[src/rtl/sfp_pkg.sv]
// shared types, constants and crc helper of the sof frame parser
package sfp_pkg;

  localparam int PAYLOAD_MAX_DEF  = 32;
  localparam int HEADER_BYTES_DEF = 6;

  // frame length and emit counter width, covers the largest allowed payload
  localparam int LEN_W     = 7;
  localparam int CFG_IDX_W = 3;

  localparam logic [15:0] CRC_INIT = 16'hFFFF;
  localparam logic [15:0] CRC_POLY = 16'h1021;

  // configuration register indexes
  localparam logic [CFG_IDX_W-1:0] REG_SOF_FIRST    = 3'd0;
  localparam logic [CFG_IDX_W-1:0] REG_SOF_SECOND   = 3'd1;
  localparam logic [CFG_IDX_W-1:0] REG_WIRE_VERSION = 3'd2;
  localparam logic [CFG_IDX_W-1:0] REG_REQUEST_TYPE = 3'd3;
  localparam logic [CFG_IDX_W-1:0] REG_PAYLOAD_LIM  = 3'd4;

  localparam logic [7:0] RST_SOF_FIRST    = 8'hAA;
  localparam logic [7:0] RST_SOF_SECOND   = 8'h55;
  localparam logic [7:0] RST_WIRE_VERSION = 8'h01;
  localparam logic [7:0] RST_REQUEST_TYPE = 8'h00;
  localparam logic [5:0] RST_PAYLOAD_LIM  = 6'd32;

  typedef struct packed {
    logic [7:0] data_byte;
  } in_item_t;

  typedef struct packed {
    logic [7:0] command_id;
    logic [7:0] frame_tag;
    logic [5:0] payload_length;
    logic [4:0] byte_index;
    logic [7:0] payload_byte;
    logic       last;
  } out_item_t;

  // one accepted frame waiting to be emitted
  typedef struct packed {
    logic [7:0]       cmd;
    logic [7:0]       tag;
    logic [LEN_W-1:0] len;
    logic             bank;
  } desc_t;

  // payload bank handed back once all its bytes are read
  typedef struct packed {
    logic valid;
    logic bank;
  } rel_t;

  function automatic logic [15:0] crc16_byte(input logic [15:0] crc, input logic [7:0] b);
    logic [15:0] c;
    c = crc ^ {b, 8'h00};
    for (int i = 0; i < 8; i++) begin
      c = c[15] ? ({c[14:0], 1'b0} ^ CRC_POLY) : {c[14:0], 1'b0};
    end
    return c;
  endfunction

endpackage

[src/rtl/sfp_stream_if.sv]
// valid/ready stream channel with a typed payload
interface sfp_stream_if #(
  parameter type payload_t = logic [7:0]
) ();
  logic     valid;
  logic     ready;
  payload_t data;

  modport source (output valid, output data, input ready);
  modport sink (input valid, input data, output ready);
endinterface

[src/rtl/sfp_ram.sv]
// generic single write, single read ram with registered read data
module sfp_ram #(
  parameter int Width = 8,
  parameter int Depth = 64,
  localparam int AddrW = (Depth > 1) ? $clog2(Depth) : 1
) (
  input  logic             clk_i,
  input  logic             we_i,
  input  logic [AddrW-1:0] waddr_i,
  input  logic [Width-1:0] wdata_i,
  input  logic             re_i,
  input  logic [AddrW-1:0] raddr_i,
  output logic [Width-1:0] rdata_o
);

  logic [Width-1:0] mem_q [Depth];
  logic [Width-1:0] rdata_q;

  always_ff @(posedge clk_i) begin
    if (we_i) begin
      mem_q[waddr_i] <= wdata_i;
    end
    if (re_i) begin
      rdata_q <= mem_q[raddr_i];
    end
  end

  assign rdata_o = rdata_q;

endmodule

[src/rtl/sfp_parser.sv]
// front end: marker hunt, header and payload capture, crc check, frame requests
module sfp_parser import sfp_pkg::*; #(
  parameter int PayloadMax  = PAYLOAD_MAX_DEF,
  parameter int HeaderBytes = HEADER_BYTES_DEF,
  localparam int PidxW = (PayloadMax > 1) ? $clog2(PayloadMax) : 1,
  localparam int RamAw = PidxW + 1
) (
  input  logic                 clk_i,
  input  logic                 rst_ni,
  input  logic                 cfg_we_i,
  input  logic [CFG_IDX_W-1:0] cfg_idx_i,
  input  logic [7:0]           cfg_data_i,
  sfp_stream_if.sink           in_s,
  output logic                 push_o,
  output desc_t                push_desc_o,
  input  rel_t                 rel_i,
  output logic                 ram_we_o,
  output logic [RamAw-1:0]     ram_waddr_o,
  output logic [7:0]           ram_wdata_o
);

  localparam logic [2:0] PH_WAIT1   = 3'd0;
  localparam logic [2:0] PH_WAIT2   = 3'd1;
  localparam logic [2:0] PH_HEADER  = 3'd2;
  localparam logic [2:0] PH_PAYLOAD = 3'd3;
  localparam logic [2:0] PH_CRC     = 3'd4;

  localparam int CntMax = (HeaderBytes > PayloadMax) ? HeaderBytes : PayloadMax;
  localparam int CntW   = $clog2(CntMax + 1);

  logic [7:0] sof1_q, sof2_q, ver_q, type_q;
  logic [5:0] limit_q;

  logic [2:0]       phase_q, phase_d;
  logic [CntW-1:0]  cnt_q, cnt_d;
  logic [LEN_W-1:0] len_q, len_d;
  logic [15:0]      crc_q, crc_d;
  logic [7:0]       crc_lo_q, crc_lo_d;
  logic             bank_q, bank_d;
  logic [1:0]       busy_q, busy_d;
  logic [7:0]       hdr0_q, hdr1_q, hdr2_q, hdr3_q, hdr4_q, hdr5_q;

  logic        acc;
  logic [7:0]  b;
  logic [15:0] crc_nxt;
  logic [15:0] len16;
  logic        frame_ok;
  logic        push;

  always_ff @(posedge clk_i or negedge rst_ni) begin
    if (!rst_ni) begin
      sof1_q  <= RST_SOF_FIRST;
      sof2_q  <= RST_SOF_SECOND;
      ver_q   <= RST_WIRE_VERSION;
      type_q  <= RST_REQUEST_TYPE;
      limit_q <= RST_PAYLOAD_LIM;
    end else if (cfg_we_i) begin
      unique case (cfg_idx_i)
        REG_SOF_FIRST:    sof1_q  <= cfg_data_i;
        REG_SOF_SECOND:   sof2_q  <= cfg_data_i;
        REG_WIRE_VERSION: ver_q   <= cfg_data_i;
        REG_REQUEST_TYPE: type_q  <= cfg_data_i;
        REG_PAYLOAD_LIM:  limit_q <= cfg_data_i[5:0];
        default: ;
      endcase
    end
  end

  // payload bytes go into a bank no queued frame still owns
  assign in_s.ready = !busy_q[bank_q] || (phase_q == PH_WAIT1) ||
                      (phase_q == PH_WAIT2) || (phase_q == PH_HEADER);
  assign acc     = in_s.valid && in_s.ready;
  assign b       = in_s.data.data_byte;
  assign crc_nxt = crc16_byte(crc_q, b);
  assign len16   = {((cnt_q == CntW'(5)) ? b : hdr5_q), hdr4_q};
  assign frame_ok = (hdr0_q == ver_q) && (hdr1_q == type_q) &&
                    (len_q <= {1'b0, limit_q}) && ({b, crc_lo_q} == crc_q);

  always_comb begin
    phase_d  = phase_q;
    cnt_d    = cnt_q;
    len_d    = len_q;
    crc_d    = crc_q;
    crc_lo_d = crc_lo_q;
    push     = 1'b0;
    ram_we_o = 1'b0;
    if (acc) begin
      unique case (phase_q)
        PH_WAIT1: begin
          if (b == sof1_q) phase_d = PH_WAIT2;
        end
        PH_WAIT2: begin
          if (b == sof2_q) begin
            cnt_d   = '0;
            crc_d   = CRC_INIT;
            phase_d = PH_HEADER;
          end else if (b != sof1_q) begin
            phase_d = PH_WAIT1;
          end
        end
        PH_HEADER: begin
          crc_d = crc_nxt;
          cnt_d = cnt_q + CntW'(1);
          if (cnt_q == CntW'(HeaderBytes - 1)) begin
            cnt_d = '0;
            if (len16 > 16'(PayloadMax)) begin
              phase_d = PH_WAIT1;
              len_d   = '0;
              crc_d   = CRC_INIT;
              crc_lo_d = '0;
            end else begin
              len_d   = len16[LEN_W-1:0];
              phase_d = (len16 == 16'd0) ? PH_CRC : PH_PAYLOAD;
            end
          end
        end
        PH_PAYLOAD: begin
          ram_we_o = 1'b1;
          crc_d    = crc_nxt;
          cnt_d    = cnt_q + CntW'(1);
          if ((cnt_q + CntW'(1)) >= CntW'(len_q)) begin
            cnt_d   = '0;
            phase_d = PH_CRC;
          end
        end
        PH_CRC: begin
          if (cnt_q == '0) begin
            crc_lo_d = b;
            cnt_d    = CntW'(1);
          end else begin
            push     = frame_ok;
            phase_d  = PH_WAIT1;
            cnt_d    = '0;
            len_d    = '0;
            crc_d    = CRC_INIT;
            crc_lo_d = '0;
          end
        end
        default: begin
          phase_d  = PH_WAIT1;
          cnt_d    = '0;
          len_d    = '0;
          crc_d    = CRC_INIT;
          crc_lo_d = '0;
        end
      endcase
    end
  end

  always_comb begin
    busy_d = busy_q;
    bank_d = bank_q;
    if (rel_i.valid) busy_d[rel_i.bank] = 1'b0;
    if (push) begin
      busy_d[bank_q] = 1'b1;
      bank_d         = ~bank_q;
    end
  end

  always_ff @(posedge clk_i or negedge rst_ni) begin
    if (!rst_ni) begin
      phase_q  <= PH_WAIT1;
      cnt_q    <= '0;
      len_q    <= '0;
      crc_q    <= CRC_INIT;
      crc_lo_q <= '0;
      bank_q   <= 1'b0;
      busy_q   <= '0;
    end else begin
      phase_q  <= phase_d;
      cnt_q    <= cnt_d;
      len_q    <= len_d;
      crc_q    <= crc_d;
      crc_lo_q <= crc_lo_d;
      bank_q   <= bank_d;
      busy_q   <= busy_d;
    end
  end

  always_ff @(posedge clk_i) begin
    if (acc && (phase_q == PH_HEADER)) begin
      if (cnt_q == CntW'(0)) hdr0_q <= b;
      if (cnt_q == CntW'(1)) hdr1_q <= b;
      if (cnt_q == CntW'(2)) hdr2_q <= b;
      if (cnt_q == CntW'(3)) hdr3_q <= b;
      if (cnt_q == CntW'(4)) hdr4_q <= b;
      if (cnt_q == CntW'(5)) hdr5_q <= b;
    end
  end

  assign push_o      = push;
  assign push_desc_o = '{cmd: hdr2_q, tag: hdr3_q, len: len_q, bank: bank_q};
  assign ram_waddr_o = {bank_q, cnt_q[PidxW-1:0]};
  assign ram_wdata_o = b;

  a_push_free_bank : assert property (@(posedge clk_i) disable iff (!rst_ni)
    push |-> !busy_q[bank_q])
    else $error("frame request into a bank still owned by the back end");

  a_stall_phase : assert property (@(posedge clk_i) disable iff (!rst_ni)
    !in_s.ready |-> ((phase_q == PH_PAYLOAD) || (phase_q == PH_CRC)))
    else $error("input stalled outside payload or crc phase");

  a_push_flips_bank : assert property (@(posedge clk_i) disable iff (!rst_ni)
    push |=> (bank_q != $past(bank_q)))
    else $error("payload bank did not switch after a frame request");

endmodule

[src/rtl/sfp_desc_queue.sv]
// two-entry queue of accepted frame requests between front and back end
module sfp_desc_queue import sfp_pkg::*; (
  input  logic  clk_i,
  input  logic  rst_ni,
  input  logic  push_i,
  input  desc_t push_desc_i,
  input  logic  pop_i,
  output logic  head_valid_o,
  output desc_t head_o
);

  desc_t      slot_q [2];
  logic       wr_ptr_q, rd_ptr_q;
  logic [1:0] count_q;

  always_ff @(posedge clk_i or negedge rst_ni) begin
    if (!rst_ni) begin
      wr_ptr_q <= 1'b0;
      rd_ptr_q <= 1'b0;
      count_q  <= '0;
    end else begin
      if (push_i) wr_ptr_q <= ~wr_ptr_q;
      if (pop_i)  rd_ptr_q <= ~rd_ptr_q;
      count_q <= count_q + {1'b0, push_i} - {1'b0, pop_i};
    end
  end

  always_ff @(posedge clk_i) begin
    if (push_i) slot_q[wr_ptr_q] <= push_desc_i;
  end

  assign head_valid_o = (count_q != '0);
  assign head_o       = slot_q[rd_ptr_q];

  a_no_overflow : assert property (@(posedge clk_i) disable iff (!rst_ni)
    push_i |-> (count_q != 2'd2))
    else $error("frame request pushed into a full queue");

  a_no_underflow : assert property (@(posedge clk_i) disable iff (!rst_ni)
    pop_i |-> (count_q != 2'd0))
    else $error("frame request popped from an empty queue");

endmodule

[src/rtl/sfp_emitter.sv]
// back end: walks a queued frame and emits one result per payload byte, or a single result for an empty payload
module sfp_emitter import sfp_pkg::*; #(
  parameter int PayloadMax = PAYLOAD_MAX_DEF,
  localparam int PidxW = (PayloadMax > 1) ? $clog2(PayloadMax) : 1,
  localparam int RamAw = PidxW + 1
) (
  input  logic             clk_i,
  input  logic             rst_ni,
  input  logic             head_valid_i,
  input  desc_t            head_i,
  output logic             pop_o,
  output rel_t             rel_o,
  output logic             ram_re_o,
  output logic [RamAw-1:0] ram_raddr_o,
  input  logic [7:0]       ram_rdata_i,
  sfp_stream_if.source     out_s
);

  logic             out_valid_q;
  logic [LEN_W-1:0] k_q, k_d;
  logic [7:0]       cmd_q, tag_q;
  logic [5:0]       len_q;
  logic [4:0]       idx_q;
  logic             last_q, empty_q;

  logic adv, emit, empty_now, last_now;

  assign adv       = !out_valid_q || out_s.ready;
  assign emit      = adv && head_valid_i;
  assign empty_now = (head_i.len == '0);
  assign last_now  = empty_now || ((k_q + LEN_W'(1)) == head_i.len);
  assign k_d       = last_now ? '0 : (k_q + LEN_W'(1));

  always_ff @(posedge clk_i or negedge rst_ni) begin
    if (!rst_ni) begin
      out_valid_q <= 1'b0;
      k_q         <= '0;
    end else begin
      if (adv) out_valid_q <= emit;
      if (emit) k_q <= k_d;
    end
  end

  always_ff @(posedge clk_i) begin
    if (emit) begin
      cmd_q   <= head_i.cmd;
      tag_q   <= head_i.tag;
      len_q   <= head_i.len[5:0];
      idx_q   <= k_q[4:0];
      last_q  <= last_now;
      empty_q <= empty_now;
    end
  end

  // ram data register holds the byte while the result waits
  assign ram_re_o    = emit;
  assign ram_raddr_o = {head_i.bank, k_q[PidxW-1:0]};

  assign pop_o = emit && last_now;
  assign rel_o = '{valid: emit && last_now, bank: head_i.bank};

  assign out_s.valid = out_valid_q;
  assign out_s.data  = '{command_id: cmd_q, frame_tag: tag_q, payload_length: len_q,
                         byte_index: idx_q, payload_byte: (empty_q ? 8'h00 : ram_rdata_i),
                         last: last_q};

  a_emit_shows : assert property (@(posedge clk_i) disable iff (!rst_ni)
    emit |=> out_valid_q)
    else $error("issued result not presented");

  a_hold_on_stall : assert property (@(posedge clk_i) disable iff (!rst_ni)
    (out_valid_q && !out_s.ready) |=> $stable(k_q))
    else $error("byte counter moved while the result was stalled");

endmodule

[src/rtl/sof_frame_parser_crc16_core.sv]
// first result: the accepted frame enters the descriptor queue, then the emitter registers the result and ram read data
// input: one byte per cycle; stalls only while both payload banks hold frames not yet read
// output: one result per cycle while out_s.ready is high and a frame is queued
// reset: async active low, clears parser state, queue and output valid; registers take defaults
// header and payload stores are not cleared; no clearing pass after reset
module sof_frame_parser_crc16_core import sfp_pkg::*; #(
  parameter int PayloadMax  = PAYLOAD_MAX_DEF,
  parameter int HeaderBytes = HEADER_BYTES_DEF
) (
  input  logic                 clk_i,
  input  logic                 rst_ni,
  input  logic                 cfg_we_i,
  input  logic [CFG_IDX_W-1:0] cfg_idx_i,
  input  logic [7:0]           cfg_data_i,
  sfp_stream_if.sink           in_s,
  sfp_stream_if.source         out_s
);

  localparam int PidxW = (PayloadMax > 1) ? $clog2(PayloadMax) : 1;
  localparam int RamAw = PidxW + 1;

  logic             push, pop, head_valid;
  desc_t            push_desc, head;
  rel_t             rel;
  logic             ram_we, ram_re;
  logic [RamAw-1:0] ram_waddr, ram_raddr;
  logic [7:0]       ram_wdata, ram_rdata;

  sfp_parser #(
    .PayloadMax (PayloadMax),
    .HeaderBytes(HeaderBytes)
  ) u_parser (
    .clk_i      (clk_i),
    .rst_ni     (rst_ni),
    .cfg_we_i   (cfg_we_i),
    .cfg_idx_i  (cfg_idx_i),
    .cfg_data_i (cfg_data_i),
    .in_s       (in_s),
    .push_o     (push),
    .push_desc_o(push_desc),
    .rel_i      (rel),
    .ram_we_o   (ram_we),
    .ram_waddr_o(ram_waddr),
    .ram_wdata_o(ram_wdata)
  );

  sfp_desc_queue u_queue (
    .clk_i       (clk_i),
    .rst_ni      (rst_ni),
    .push_i      (push),
    .push_desc_i (push_desc),
    .pop_i       (pop),
    .head_valid_o(head_valid),
    .head_o      (head)
  );

  // two payload banks, one filling while the other drains
  sfp_ram #(
    .Width(8),
    .Depth(2 ** RamAw)
  ) u_payload_ram (
    .clk_i  (clk_i),
    .we_i   (ram_we),
    .waddr_i(ram_waddr),
    .wdata_i(ram_wdata),
    .re_i   (ram_re),
    .raddr_i(ram_raddr),
    .rdata_o(ram_rdata)
  );

  sfp_emitter #(
    .PayloadMax(PayloadMax)
  ) u_emitter (
    .clk_i       (clk_i),
    .rst_ni      (rst_ni),
    .head_valid_i(head_valid),
    .head_i      (head),
    .pop_o       (pop),
    .rel_o       (rel),
    .ram_re_o    (ram_re),
    .ram_raddr_o (ram_raddr),
    .ram_rdata_i (ram_rdata),
    .out_s       (out_s)
  );

endmodule

[src/flat_wrapper.sv]
// flat-port wrapper written by rule: the top's interface ports become plain ports
module sof_frame_parser_crc16_core_flat import sfp_pkg::*;
#(
  parameter int PayloadMax  = PAYLOAD_MAX_DEF,
  parameter int HeaderBytes = HEADER_BYTES_DEF
)
  (clk_i, rst_ni, cfg_we_i, cfg_idx_i, cfg_data_i, in_s_valid, in_s_data, in_s_ready, out_s_valid, out_s_data, out_s_ready);
  sfp_stream_if #(.payload_t(in_item_t)) in_s_i ();
  sfp_stream_if #(.payload_t(out_item_t)) out_s_i ();
  input  logic clk_i;
  input  logic rst_ni;
  input  logic cfg_we_i;
  input  logic [CFG_IDX_W-1:0] cfg_idx_i;
  input  logic [7:0] cfg_data_i;
  input wire logic [$bits(in_s_i.valid)-1:0] in_s_valid;
  input wire logic [$bits(in_s_i.data)-1:0] in_s_data;
  output wire logic [$bits(in_s_i.ready)-1:0] in_s_ready;
  output wire logic [$bits(out_s_i.valid)-1:0] out_s_valid;
  output wire logic [$bits(out_s_i.data)-1:0] out_s_data;
  input wire logic [$bits(out_s_i.ready)-1:0] out_s_ready;
  assign in_s_i.valid = in_s_valid;
  assign in_s_i.data = in_s_data;
  assign in_s_ready = in_s_i.ready;
  assign out_s_valid = out_s_i.valid;
  assign out_s_data = out_s_i.data;
  assign out_s_i.ready = out_s_ready;
  sof_frame_parser_crc16_core #(.PayloadMax(PayloadMax), .HeaderBytes(HeaderBytes)) u_core (.clk_i(clk_i), .rst_ni(rst_ni), .cfg_we_i(cfg_we_i), .cfg_idx_i(cfg_idx_i), .cfg_data_i(cfg_data_i), .in_s(in_s_i), .out_s(out_s_i));
endmodule
[config.mk]
export PLATFORM = sky130hd
export DESIGN_NAME = sof_frame_parser_crc16_core_flat
export DESIGN_NICKNAME = d
export VERILOG_FILES = /design/src/rtl/sfp_pkg.sv /design/src/rtl/sfp_stream_if.sv /design/src/rtl/sfp_ram.sv /design/src/rtl/sfp_parser.sv /design/src/rtl/sfp_desc_queue.sv /design/src/rtl/sfp_emitter.sv /design/src/rtl/sof_frame_parser_crc16_core.sv /design/src/flat_wrapper.sv
export SDC_FILE = /design/constraint.sdc
export NUM_CORES = 1
export LEC_CHECK = 0
export ABC_AREA = 1
export BUFFER_PORTS_ARGS = -buffer_cell sky130_fd_sc_hd__buf_2
export CORE_MARGIN = 1
export CORE_UTILIZATION = 50
export CTS_CLUSTER_SIZE = 16
export DETAILED_ROUTE_END_ITERATION = 10
export GPL_ROUTABILITY_DRIVEN = 0
export HOLD_SLACK_MARGIN = 0.03
export PLACE_DENSITY = 0.67
export SYNTH_ARGS = -nofsm -noshare
export SYNTH_HDL_FRONTEND = slang
export SYNTH_SLANG_ARGS = --single-unit
export TNS_END_PERCENT = 5
[constraint.sdc]
create_clock -name clk_i -period 6.4 [get_ports clk_i]
set_clock_uncertainty 0.1 [all_clocks]
set_input_delay 1.28 -clock clk_i [delete_from_list [all_inputs] [get_ports clk_i]]
set_output_delay 1.28 -clock clk_i [all_outputs]
set_load 0.02 [all_outputs]
Word-level counts from Yosys, hierarchy flattened --
Memory sizes are Yosys's and may differ from the RTL's. A register that Yosys moved wholly into a read port is not among the register bits. Index checks and enable logic that the tools add are counted.
Operators by class: $lt $le $gt $ge 7, $add $sub $neg 4, bitwise logic cells 17, reduce and logical (&&, ||, !) cells 38, equal/unequal tests 27, mux-type cells 55
Operator list (count):
- $mux W13 | 8
- $pmux W16 S5 | 1
- $mux W16 | 4
- $mux W8 | 5
- $eq A8 B8 Y1 | 4
- $pmux W6 S5 | 1
- $mux W7 | 4
- $mux W3 | 8
- $not A3 Y3 | 8
- $pmux W8 S3 | 1
- $pmux W7 S3 | 1
- $reduce_and A2 Y1 | 10
- $mux W6 | 3
- $eq A16 B16 Y1 | 1
- $gt A16 B6 Y1 const B | 1
- $logic_not A16 Y1 | 1
- $xor A16 B16 Y16 | 1
- $pmux W3 S5 | 1
- $mux W1 | 14
- $eq A3 B2 Y1 const B | 4
- $eq A6 B2 Y1 const B | 2
- $eq A6 B3 Y1 const B | 2
- $reduce_and A4 Y1 | 3
- $logic_and A1 B1 Y1 | 9
- 31 further kinds | 51
Word-level totals: logic and storage cells 179, memories 2, bits in registers 170, bits in writable memories 560, output and inout bits 38
Memory list:
- u_core.u_payload_ram.mem_q | words 64, width 8, rd ports 1, clocked after memory_dff 1, wr ports 1, RTL line sfp_ram.sv:16 | logic [Width-1:0] mem_q [Depth];
- u_core.u_queue.slot_q | words 2, width 24, rd ports 1, clocked after memory_dff 0, wr ports 1, RTL line sfp_desc_queue.sv:12 | desc_t slot_q [2];

Depth between registers and ports, before layout --
word-level depth 20, mapped depth 16, mapped depth without buffers 16

Modules after synthesis --
Synthesis repeated with hierarchy kept, for this count alone.
Unflattened totals: cell total of the unflattened synthesis 2812, area total of the unflattened synthesis 31764.2 um2
Modules (own cells, without submodules):
- sfp_ram | cells an instance 1805, area each 21419.3 um2, seq. area each 15615.0 um2, instances 1
- sfp_parser | cells an instance 711, area each 6672.6 um2, seq. area each 3500.9 um2, instances 1
- sfp_desc_queue | cells an instance 149, area each 2019.4 um2, seq. area each 1541.5 um2, instances 1
- sfp_emitter | cells an instance 147, area each 1652.8 um2, seq. area each 1071.0 um2, instances 1

Least setup slack after synthesis --
Ideal clock, no wire load.
kind input to register, start input in_s_data[4], end memory u_core.u_queue.slot_q[1][0] (netlist name), enable pin, setup time 0.405 ns, arrival time 3.386 ns, buffers on the path 1, cell stages on the path 9, path slack 2.509 ns, cell sequence clkbuf_1 -> xnor2_1 -> and2_1 -> nand3b_1 -> nor2_1 -> nand3_1 -> nor2_1 -> nand2_1 -> nor2_1
On the way: longest elaborated chain between the ends 7
RTL lines:
- start, declared | RTL line flat_wrapper.sv:16 | input wire logic [$bits(in_s_i.data)-1:0] in_s_data;
- $eq A16 B16 Y1 | RTL line sfp_parser.sv:77 | (len_q <= {1'b0, limit_q}) && ({b, crc_lo_q} == crc_q);
- $logic_and A1 B1 Y1 | RTL line sfp_parser.sv:77
- $mux W1 | RTL line sfp_parser.sv:127 | if (cnt_q == '0) begin
- $mux W1 | RTL line sfp_parser.sv:88 | unique case (phase_q)
- $mux W1 | RTL line sfp_parser.sv:87 | if (acc) begin
- $mux W1 | RTL line sfp_desc_queue.sv:29 | if (push_i) slot_q[wr_ptr_q] <= push_desc_i;
- $mux W1 (not written as such) | RTL line sfp_desc_queue.sv:29
- end, declared | RTL line sfp_desc_queue.sv:12
Every way passes these cells.

Final worst setup path --
start input in_s_data[1], end memory u_core.u_queue.slot_q[1][8] (netlist name), enable pin
Same word-level chain as after synthesis.

==> impl_metrics.py <==
metrics = {
    "run_status": {
        "outcome": "finished, final reports clean",
    },
    "cells_and_area": {
        "area_delta_synth_final_pct": 11.1,
        "antenna_cells": 0,
        "fill_cells": 4927,
        "final_cells": 3555,
        "utilization_pct": 56.4,
        "drive_above_1_share_pct": 9.30,
        "layout.nets": 2753,
    },
    "synth": {
        "netlist_area_sq_um": 30800,
        "synth-seq-cells": 738,
        "synth_most_common_cell": "edfxtp_1",
        "ys_types": 42,
        "yosysTopAreaCell": "edfxtp_1",
        "synthTopCellsByCount": "645 x edfxtp_1, 555 x nand2_1, 401 x nor2_1",
        "synthArstFlopShare_pct": 12.6,
        "syn_inst": 2691,
        "synth-edff-count": 645,
        "yosysWarnings": 0,
        "yosysSeqAreaShare_pct": 70.6,
        "syn-num-nets": 2734,
        "synthFlopType": "edfxtp_1",
        "synth_area_leaders": "edfxtp_1 63%, nand2_1 6.8%, dfrtp_1 5.4%",
        "netlist.area_leader.share_pct": 62.9,
        "syn-mean-instance-area_sq_um": 11.4,
    },
    "setup_path": {
        "max_stage_delay_ns": 0.98,
        "crit_path_max_fanout": 23,
        "crit_chain": "buf_2 -> xor2_1 -> inv_1 -> nand3_1 -> nor3_1 -> nand3_1 -> nor2_1 -> nand2_1 -> nor2_2 -> buf_4",
        "crit_required_ns": 6.63,
        "cp.arrival_ns": 4.21,
        "crit_type": "in2reg",
        "crit_top_cell": "nand3_1",
        "critPathLaunchType": "primary input",
        "end_kind": "flop",
        "worst_path_max_delay_cell": "nor2_2",
    },
    "grt": {
        "antenna_found_initial": 1,
        "grt_pass1_vias": 19900,
        "track_usage_pct": 23.8,
        "grt_max_degree": 132,
        "overflow": 0,
        "grt_pass1_wl_mm": 114,
    },
    "timing": {
        "worst_pin_slew_ns": 1.26,
        "setup_tns_ns": 0,
        "slew_headroom_pct": 15.8,
        "rsz0062_at_grt": "false",
        "fin_crit_sh_pct": 62.1,
        "slew_viol_final": 0,
        "timing.final.ws_setup_ns": 2.42,
        "setup_viol": 0,
        "max_freq_mhz": 251,
        "hold_viol_final": 0,
        "fin_crit_ns": 3.98,
    },
    "clock_tree": {
        "cts_buffers": 77,
        "cts_root_buf": "clkbuf_16",
        "cts_tree": "built",
        "cts-hold-fix-buffers": 0,
        "clockBufferDepth": 3,
        "clkSinkCount": 738,
        "clk_pin_slew_worst_paths_ns": 0.06,
        "post-cts-setup-buffers": 0,
        "ctsHtreeMaxLevel": 3,
        "post_cts_resized": 0,
        "clock_latency_ns": 0.62,
    },
    "route": {
        "vias": 20200,
        "routed_wl_mm": 74.4,
        "dr.pass1.iters": 8,
        "via_per_inst": 5.69,
        "drtAntennaViolNets": 0,
        "drc": 0,
        "routedWlPerCell_microns": 20.9,
        "drt_iter0_drc": 2083,
    },
    "floorplan": {
        "rows": 90,
        "core_sq_um": 60600,
        "die-width_microns": 250,
        "dieArea_sq_um": 62500,
        "start_util_pct": 50.8,
        "io-pin-count": 62,
        "die_y_microns": 250,
    },
    "power": {
        "p_leak_nw": 12.4,
        "power_w": 0.0102,
        "vdd_drop_max_v": 0.000186,
        "p_per_area_nw_per_um2": 298,
    },
    "run": {
        "cap_violations": 0,
    },
    "placed_design": {
        "pre_cts_ws_ns": 1.70,
        "io_buffers": 61,
        "dp.cells": 3413,
        "dp_hpwl_mm": 45.3,
    },
    "hold_path": {
        "holdCritPathClass": "reg2reg",
    },
}
[path summary, 6_finish.rpt]
check,slack [ns],depth (start not counted),endpoint,from
setup / recovery,2.42,10,u_core.u_queue.slot_q[1][8]$_DFFE_PP_,in_s_data[1]
hold / removal,0.35,0,u_core.u_queue.slot_q[1][9]$_DFFE_PP_,u_core.u_parser.hdr3_q[1]$_DFFE_PP_
setup reg to reg,2.56,8,u_core.u_payload_ram.mem_q[13][2]$_DFFE_PP_,u_core.u_parser.bank_q$_DFFE_PN0N_
hold reg to reg,0.35,0,u_core.u_queue.slot_q[1][9]$_DFFE_PP_,u_core.u_parser.hdr3_q[1]$_DFFE_PP_
max in group asynchronous,4.55,2,u_core.u_emitter.k_q[1]$_DFFE_PN0P_,rst_ni
min in group asynchronous,0.54,1,u_core.u_queue.rd_ptr_q$_DFFE_PN0N_,rst_ni
[state kept, by name, indices dropped and copies added, names as in the netlist, 7 cells and up]
signal                        cells
u_core.u_payload_ram.mem_q      512
u_core.u_queue.slot_q            48
u_core.u_parser.crc_q            16
u_core.u_emitter.cmd_q            8
u_core.u_emitter.tag_q            8
u_core.u_parser.crc_lo_q          8
u_core.u_parser.hdr0_q            8
u_core.u_parser.hdr1_q            8
u_core.u_parser.hdr2_q            8
u_core.u_parser.hdr3_q            8
u_core.u_parser.hdr4_q            8
u_core.u_parser.hdr5_q            8
u_core.u_parser.sof1_q            8
u_core.u_parser.sof2_q            8
u_core.u_parser.type_q            8
u_core.u_parser.ver_q             8
u_core.u_payload_ram.rdata_o      8
u_core.u_emitter.k_q              7
u_core.u_parser.len_q             7
[power breakdown]
| part | internal (W) | leakage [nW] | switching (W) | total (W) |
|---|---|---|---|---|
| combinational | 0.000110 | 4.26 | 0.000257 | 0.000367 |
| clock | 0.00263 | 1.24 | 0.00182 | 0.00445 |
| sequential | 0.00530 | 6.86 | 0.0000762 | 0.00538 |
[layout by cell type (no fill, tap or decap), drive strengths merged]
| cell type | Yosys | layout |
|---|---|---|
| dfrtp | 67 | 67 |
| a21boi | 1 | 1 |
| dfstp | 26 | 26 |
| xnor2 | 24 | 24 |
| ha | 19 | 19 |
| nand4 | 27 | 27 |
| or2 | 9 | 9 |
| a21oi | 8 | 8 |
| bufinv | 0 | 6 |
| inv | 111 | 116 |
| nor3 | 11 | 11 |
| nand3 | 122 | 122 |
| clkbuf | 106 | 102 |
| and2 | 2 | 2 |
| o21ai | 320 | 320 |
| clkinvlp | 0 | 2 |
| o31ai | 1 | 1 |
| nor2 | 405 | 405 |
| buf | 37 | 83 |
| o21a | 1 | 1 |
| nand2 | 560 | 560 |
| edfxtp | 645 | 645 |
| nand3b | 3 | 3 |
| o22ai | 141 | 141 |
| nor4 | 1 | 1 |
| clkinv | 5 | 32 |
| xor2 | 39 | 39 |
[final cells by class]
cell class                 count  area (sq um)  area share (%)
clock buffer                 102          2170            6.34
clock inverter                40           367            1.07
inverter                     116           445            1.30
multi-input combinational   1694          8000            23.4
sequential                   738         21700            63.6
tap                          782           978            2.86
timing repair buffer          83           485            1.42
[worst max-delay path, delay by kind of cell]
kind | cells | cell delay, ns
buffers and inverters | 3 | 0.86
XOR/XNOR | 1 | 0.23
AND/OR/NAND/NOR | 6 | 1.81
[stage by stage]
step	hold slack, ns	instance area, sq um
final	0.349	34200
after global routing	0.369	34200
after CTS	0.352	34200
after detailed placement	0.337	31600
after global placement	0.325	31600
after floorplan	0.320	30800
[kinds of logic after synthesis]
logic type / synth area share, %
xor gates and xnor gates: 1.79
adders and majority gates: 0.772
AOI/OAI and AO/OA: 8.31
DFF: 70.6
buffers and inverters: 3.41
and+or+nand+nor: 15.1
[per-layer routing]
layer | vias to the layer above | track usage (%) | wire [microns]
met5 | - | 0 | 0
met4 | 0 | 8.73 | 2100
met3 | 128 | 3.36 | 5350
met2 | 811 | 38.9 | 35800
met1 | 9832 | 32.8 | 31100
li1 | 9458 | - | -
Note: power is estimated with default switching activity, not from simulation.
